`config.mk`:
```
export PLATFORM = sky130hd
export DESIGN_NAME = apb_watchdog_timer_top
export DESIGN_NICKNAME = d
export VERILOG_FILES = /design/src/rtl/core/awt_pkg.sv /design/src/rtl/core/apb_watchdog_timer_top.sv /design/src/rtl/core/awt_core.sv
export SDC_FILE = /design/constraint.sdc
export NUM_CORES = 1
export LEC_CHECK = 0
export ABC_AREA = 1
export BUFFER_PORTS_ARGS = -buffer_cell sky130_fd_sc_hd__buf_2
export CAP_MARGIN = 20
export CORE_AREA = 2 2 204 126
export DETAILED_ROUTE_END_ITERATION = 8
export DIE_AREA = 0 0 206 128
export GPL_TIMING_DRIVEN = 0
export PLACE_DENSITY_LB_ADDON = 0.15
export SYNTH_ARGS = -nofsm -noshare
export SYNTH_HDL_FRONTEND = slang
export SYNTH_SLANG_ARGS = --single-unit
```
`constraint.sdc`:
```
create_clock -name clk -period 2.2 [get_ports clk]
set_input_delay 0.44 -clock clk [delete_from_list [all_inputs] [get_ports clk]]
set_output_delay 0.44 -clock clk [all_outputs]
set_load 0.01 [all_outputs]
```
`src/rtl/core/awt_pkg.sv`:
```
package awt_pkg;

  localparam logic [1:0] CMD_READ  = 2'd0;
  localparam logic [1:0] CMD_WRITE = 2'd1;
  localparam logic [1:0] CMD_TICK  = 2'd2;

  localparam logic [7:0] OFF_CR   = 8'h00;
  localparam logic [7:0] OFF_TORR = 8'h04;
  localparam logic [7:0] OFF_CCVR = 8'h08;
  localparam logic [7:0] OFF_CRR  = 8'h0c;
  localparam logic [7:0] OFF_STAT = 8'h10;
  localparam logic [7:0] OFF_EOI  = 8'h14;

  localparam logic [7:0] KICK_CODE = 8'h76;
  localparam int         CR_EN_BIT   = 0;
  localparam int         CR_RMOD_BIT = 1;
  localparam logic [4:0] TOP_BASE  = 5'd16;
  localparam int         PULSE_W   = 9;

  typedef struct packed {
    logic [1:0]  command;
    logic [7:0]  reg_offset;
    logic [31:0] write_data;
  } in_item_t;

  typedef struct packed {
    logic [31:0] read_data;
    logic        interrupt_out;
    logic        system_reset;
  } out_item_t;

endpackage

```
`src/rtl/core/apb_watchdog_timer_top.sv`:
```
// Watchdog timer with a small register file, driven by a stream of requests.
// Input channel (in_valid/in_ready/in_data): each request is a register read,
// a register write, one timer tick or a no-op (in_data.command). Output channel
// (out_valid/out_ready/out_data): exactly one result per request, in order,
// carrying read data, the pending interrupt and the reset pulse level as they
// stand after that request.
// Flow: an accepted request sits in the input register, is processed there,
// and its result is captured in the result register once that can advance.
// Throughput: one request per cycle while out_ready stays high; the counter update,
// register decode and reload mask all sit between input and result registers.
// Reset (rst_n low, synchronous): both channels empty, watchdog disabled,
// counter at 0xFFFF, interrupt and reset pulse cleared.
// Stall: while out_ready is low the result register holds; the request in the
// input register waits there and in_ready drops once both stages are full.
// Timer state advances only on tick requests, so stalls never lose ticks.
module apb_watchdog_timer_top #(
  parameter int COUNTER_WIDTH = 32
) (
  input  logic               clk,
  input  logic               rst_n,
  input  logic               in_valid,
  output logic               in_ready,
  input  awt_pkg::in_item_t  in_data,
  output logic               out_valid,
  input  logic               out_ready,
  output awt_pkg::out_item_t out_data
);

  logic               req_valid_r;
  awt_pkg::in_item_t  req_r;
  logic               res_valid_r;
  awt_pkg::out_item_t res_r;
  awt_pkg::out_item_t core_result;
  logic               advance;
  logic               proc_fire;

  assign advance   = !res_valid_r || out_ready;
  assign proc_fire = req_valid_r && advance;
  assign in_ready  = !req_valid_r || advance;

  awt_core #(
    .COUNTER_WIDTH(COUNTER_WIDTH)
  ) u_core (
    .clk        (clk),
    .rst_n      (rst_n),
    .proc_valid (proc_fire),
    .proc_item  (req_r),
    .proc_result(core_result)
  );

  always_ff @(posedge clk) begin
    if (!rst_n) begin
      req_valid_r <= 1'b0;
      res_valid_r <= 1'b0;
    end else begin
      if (in_ready) req_valid_r <= in_valid;
      if (advance) res_valid_r <= req_valid_r;
    end
  end

  always_ff @(posedge clk) begin
    if (in_valid && in_ready) req_r <= in_data;
    if (proc_fire) res_r <= core_result;
  end

  assign out_valid = res_valid_r;
  assign out_data  = res_r;

endmodule

```
`src/rtl/core/awt_core.sv`:
```
module awt_core #(
  parameter int COUNTER_WIDTH = 32
) (
  input  logic              clk,
  input  logic              rst_n,
  input  logic              proc_valid,
  input  awt_pkg::in_item_t proc_item,
  output awt_pkg::out_item_t proc_result
);

  logic                         enable_r, enable_nxt;
  logic                         irq_mode_r, irq_mode_nxt;
  logic [2:0]                   rpl_r, rpl_nxt;
  logic [7:0]                   torr_r, torr_nxt;
  logic [COUNTER_WIDTH-1:0]     counter_r, counter_nxt;
  logic                         irq_r, irq_nxt;
  logic [awt_pkg::PULSE_W-1:0]  pulse_r, pulse_nxt;

  logic [4:0]                   reload_exp;
  logic [COUNTER_WIDTH-1:0]     reload_val;
  logic [awt_pkg::PULSE_W-1:0]  pulse_start;
  logic [awt_pkg::PULSE_W-1:0]  pulse_dec;
  logic [31:0]                  rd_data;

  // reload = 2^(16+top)-1, saturating to all ones of the counter width
  always_comb begin
    reload_exp = awt_pkg::TOP_BASE + {1'b0, torr_r[3:0]};
    for (int i = 0; i < COUNTER_WIDTH; i++) begin
      reload_val[i] = (5'(i) < reload_exp);
    end
  end

  assign pulse_start = awt_pkg::PULSE_W'(1) << ({1'b0, rpl_r} + 4'd1);
  assign pulse_dec   = (pulse_r != '0) ? (pulse_r - awt_pkg::PULSE_W'(1)) : pulse_r;

  always_comb begin
    enable_nxt   = enable_r;
    irq_mode_nxt = irq_mode_r;
    rpl_nxt      = rpl_r;
    torr_nxt     = torr_r;
    counter_nxt  = counter_r;
    irq_nxt      = irq_r;
    pulse_nxt    = pulse_r;
    rd_data      = '0;
    if (proc_valid) begin
      case (proc_item.command)
        awt_pkg::CMD_READ: begin
          case (proc_item.reg_offset)
            awt_pkg::OFF_CR:   rd_data = {27'd0, rpl_r, irq_mode_r, enable_r};
            awt_pkg::OFF_TORR: rd_data = {24'd0, torr_r};
            awt_pkg::OFF_CCVR: rd_data = 32'(counter_r);
            awt_pkg::OFF_STAT: rd_data = {31'd0, irq_r};
            awt_pkg::OFF_EOI:  irq_nxt = 1'b0;
            default: ;
          endcase
        end
        awt_pkg::CMD_WRITE: begin
          case (proc_item.reg_offset)
            awt_pkg::OFF_CR: begin
              enable_nxt   = proc_item.write_data[awt_pkg::CR_EN_BIT];
              irq_mode_nxt = proc_item.write_data[awt_pkg::CR_RMOD_BIT];
              rpl_nxt      = proc_item.write_data[4:2];
              if (enable_nxt && !enable_r) counter_nxt = reload_val;
            end
            awt_pkg::OFF_TORR: torr_nxt = proc_item.write_data[7:0];
            awt_pkg::OFF_CRR: begin
              if (proc_item.write_data[7:0] == awt_pkg::KICK_CODE) begin
                counter_nxt = reload_val;
                irq_nxt     = 1'b0;
              end
            end
            default: ;
          endcase
        end
        awt_pkg::CMD_TICK: begin
          pulse_nxt = pulse_dec;
          if (enable_r) begin
            if (counter_r == '0) begin
              counter_nxt = reload_val;
              // expiry in reset mode or with irq pending starts a reset pulse
              if (irq_mode_r && !irq_r) irq_nxt = 1'b1;
              else pulse_nxt = pulse_start;
            end else begin
              counter_nxt = counter_r - COUNTER_WIDTH'(1);
            end
          end
        end
        default: ;
      endcase
    end
  end

  assign proc_result.read_data     = rd_data;
  assign proc_result.interrupt_out = irq_nxt;
  assign proc_result.system_reset  = (pulse_nxt != '0);

  always_ff @(posedge clk) begin
    if (!rst_n) begin
      enable_r   <= 1'b0;
      irq_mode_r <= 1'b0;
      rpl_r      <= '0;
      torr_r     <= '0;
      counter_r  <= COUNTER_WIDTH'(32'hFFFF);
      irq_r      <= 1'b0;
      pulse_r    <= '0;
    end else begin
      enable_r   <= enable_nxt;
      irq_mode_r <= irq_mode_nxt;
      rpl_r      <= rpl_nxt;
      torr_r     <= torr_nxt;
      counter_r  <= counter_nxt;
      irq_r      <= irq_nxt;
      pulse_r    <= pulse_nxt;
    end
  end

`ifndef SYNTHESIS
  a_disabled_tick_holds: assert property (@(posedge clk) disable iff (!rst_n)
    proc_valid && proc_item.command == awt_pkg::CMD_TICK && !enable_r
    |=> $stable(counter_r))
    else $error("counter moved on a tick while disabled");

  a_irq_rises_on_tick: assert property (@(posedge clk) disable iff (!rst_n)
    $rose(irq_r) |-> $past(proc_valid && proc_item.command == awt_pkg::CMD_TICK))
    else $error("interrupt raised outside a tick");

  a_pulse_shape: assert property (@(posedge clk) disable iff (!rst_n)
    proc_valid && proc_item.command == awt_pkg::CMD_TICK
    |=> (pulse_r == '0) || $onehot(pulse_r)
        || (pulse_r == $past(pulse_r) - awt_pkg::PULSE_W'(1)))
    else $error("reset pulse counter jumped to an invalid value");

  a_pulse_only_on_tick: assert property (@(posedge clk) disable iff (!rst_n)
    proc_valid && proc_item.command != awt_pkg::CMD_TICK |=> $stable(pulse_r))
    else $error("reset pulse changed on a register access");
`endif

endmodule

```
==> summary.txt <==
Clocking
  • TritonCTS Sinks: 109
  • Htree depth: 3
  • CTS root buf: clkbuf_16
  • CTS tree: yes
  • Clk pin slew, worst setup/hold paths: 0.08 ns
  • Clock latency on the worst-skew pair: 0.37 ns
  • Total CTS buffers: 9
  • Clock buffer depth: 2

Layout
  • Leading cell type in the layout, fill and taps excluded: nand2_1
  • Ant diodes: 0
  • Final nets: 871
  • Fill count: 2725
  • Post-route cell area: 7059 µm²
  • Most frequent cells in the layout: nand2_1, inv_1, nor2_1
  • Fraction of layout cells with a size suffix above 1: 21.63%
  • P&R area growth vs syn: 21.70%

Pwr
  • Total power: 4.263 mW
  • Pleak: 2.831 nW
  • Pwr Density: 604.0 nW/µm²
  • Switching power total: 1.076 mW
  • Reg power frac: 52.0%
  • Comb pwr share: 8.6%
  • Maximum vdd drop: 0.3626 mV
  • Clock share of power: 39.3%
  • Cell-internal power: 3.188 mW
  • Switching part of the total power: 25.24%

Drt
  • WL/cell: 15.96 µm
  • DRT Wirelength: 18390 µm
  • Final ANT Viol Nets: 0
  • Detailed-router iteration count before antenna repair: 5
  • Routed vias: 5098
  • Initial DRC count: 411
  • Drt drc: 0
  • Via density: 4.425

Floorplanning
  • Die Y: 128 µm
  • Die area: 26370 µm²
  • Core area: 24660 µm²
  • Initial Util: 23.52%
  • Die Width: 206 µm
  • Row Count: 45
  • # IOs: 82

Yosys
  • Yosys top cell by area: edfxtp_1
  • Cell variety after synth: 45
  • Yosys top cell area share: 26.92%
  • Mapped Area: 5801 µm²
  • Top cells by area, synth: edfxtp_1, dfxtp_1, nand2_1, nor2_1, inv_1
  • Sequential element share of the synthesized area: 46.59%
  • FF+latch count, synth: 109
  • Syn avg cell area: 7.903 µm²
  • Gate count of the mapped netlist: 734
  • Post-synth net total: 787
  • Synth Warn #: 0

Timing
  • RSZ-0062 raised after global routing: true
  • Slew @ Worst Pin: 0.8121 ns
  • Minimum clock period: 2.134 ns
  • Skew final: 0.01007 ns
  • Part of the cycle the worst path needs: 97.02%
  • Achievable Freq: 468.5 MHz
  • Relative slew slack: 45.78%
  • Slew Limit Fails: 0
  • Setup violators final: 0
  • Final hold vios: 0

Status
  • Status: complete, no violations

GRT
  • Total track usage: 14.21%
  • Grt ovf: 0
  • Antenna violations before repair: 1
  • Largest net degree at the start of global routing: 35
  • First-pass GRT wire length: 27680 µm
  • Vias in the first global route: 4541

Setup path
  • CP endpoint kind: register
  • CP Max Fanout: 5
  • Critical path's largest stage delay: 0.33 ns
  • CP most frequent cell: nand3_1
  • WS Path Type: register to register
  • Worst reg2reg setup slack: 0.07 ns
  • Worst EP required: 2.31 ns
  • CP max stage cell: dfxtp_1
  • Startpoint types: register
  • Critical path cell sequence: inv_2 > ha_4 > nand2_1 > nor2_1 > nand3_2 > nor2_4 > buf_6 > nand4_2 > a21oi_2 > nand3_1 > nor2_2 > nand3_1
  • Critical Path AT: 2.24 ns

Place
  • Final HPWL DP: 14070 µm
  • RePlAce Congestion: 0.8382
  • Number of port buffers: 57
  • Placement Cell Area: 6497 µm²

Worst hold path
  • Hold crit path type: input pin to register

Flow run
  • # Max-Cap Violations: 0
-- repair_timing --
action | in CTS | in global routing
resized for setup | 11 | 42
buffers inserted | 0 | 15
pin swaps | 0 | 12
setup endpoints to repair | 31 | 60
cloned | 0 | 1
hold buffers | 0 | 0
-- Yosys cell counts (all sizes together) --
master	n
nand2	142
nor2	118
inv	97
dfxtp	57
nand3	57
edfxtp	52
a21oi	49
o21ai	41
nor3	37
xor2	17
nand4	13
buf	10
clkbuf	9
ha	7
o211ai	5
o22ai	4
nor4	3
or2	3
clkinv	2
o221ai	2
a21boi	1
a221oi	1
and2	1
nor3b	1
o2111ai	1
o21bai	1
o31ai	1
o41ai	1
xnor2	1
-- routing by layer --
metal	routed length [µm]	global-route usage [%]	up-vias	share of wire, %
met3	1028	3.610	9	5.6
met2	6510	16.56	116	35
met4	153	3.109	0	0.83
met5	0	0	-	0
li1	-	-	2594	-
met1	10700	24.22	2379	58
-- cell families (layout without fill, tap and decap cells) --
family / Yosys count / after routing / share of synthesized area [%]
buffers and inverters: 118 / 207 / 8.240
XOR/XNOR: 18 / 18 / 2.718
AO/OA/AOI/OAI: 107 / 107 / 10.18
AND/OR/NAND/NOR: 375 / 375 / 30.76
flip-flops: 109 / 109 / 46.59
adder cells (fa/ha/maj): 7 / 7 / 1.510
-- worst paths after layout --
path	from	to	depth (start not counted)
setup / recovery	u_core.counter_r[1]	out_data[0]	12
hold / removal	in_data[3]	req_r[3]	1
setup reg to reg	u_core.counter_r[1]	out_data[0]	12
hold reg to reg	u_core.torr_r[4]	u_core.torr_r[4]	2
-- through the flow --
| step | hold slack [ns] | setup TNS (ns) | setup slack, ns | utilization (%) | cells |
|---|---|---|---|---|---|
| final | 0.2443 | 0 | 0.06561 | 28.63 | 1152 |
| after global routing | 0.2261 | -0.1040 | -0.08561 | 28.63 | 1152 |
| after CTS | 0.2305 | -0.03895 | -0.03716 | 27.70 | 1136 |
| after detailed placement | 0.4520 | -2.756 | -0.5369 | 26.35 | 1120 |
| after global placement | 0.4512 | -9.737 | -0.5784 | 26.35 | 1120 |
| after floorplan | 0.4297 | 0 | 0.1808 | - | 734 |
-- registers in the layout (all words and copies together), names as in the netlist --
register	flops
u_core.pulse_r	9
u_core.irq_r	1
u_core.counter_r	32
req_valid_r	1
u_core.torr_r	8
u_core.irq_mode_r	1
u_core.enable_r	1
out_data	34
req_r	18
out_valid	1
u_core.rpl_r	3
-- layout make-up --
| class | count | area, µm² | share of cell area [%] |
|---|---|---|---|
| buffer | 19 | 120.1 | 1.702 |
| clock buffer | 10 | 229.0 | 3.244 |
| clock inverter | 6 | 62.56 | 0.8862 |
| inverter | 99 | 380.4 | 5.388 |
| multi-input combinational | 507 | 2746 | 38.90 |
| sequential | 109 | 2706 | 38.34 |
| tap | 329 | 411.6 | 5.831 |
| timing repair buffer | 73 | 402.9 | 5.707 |
-- power by group through the flow --
stage | sequential [mW] | clock [mW] | combinational [mW]
2_1_floorplan | 2.27 | 0 | 0.196
3_5_place_dp | 2.26 | 0 | 0.340
3_3_place_gp | 2.27 | 0 | 0.342
6_report | 2.22 | 1.68 | 0.368
5_1_grt | 2.23 | 1.82 | 0.412
4_1_cts | 2.22 | 1.74 | 0.348
-- worst max-delay path: cells and delay by family, from the launching register on --
| kind | cells | cell delay [ns] |
|---|---|---|
| compound gates | 1 | 0.18 |
| fa+ha+maj | 1 | 0.15 |
| buf+inv | 2 | 0.25 |
| flops | 1 | 0.33 |
| simple gates | 8 | 0.95 |
No activity file was read; power rests on OpenSTA's default activity.
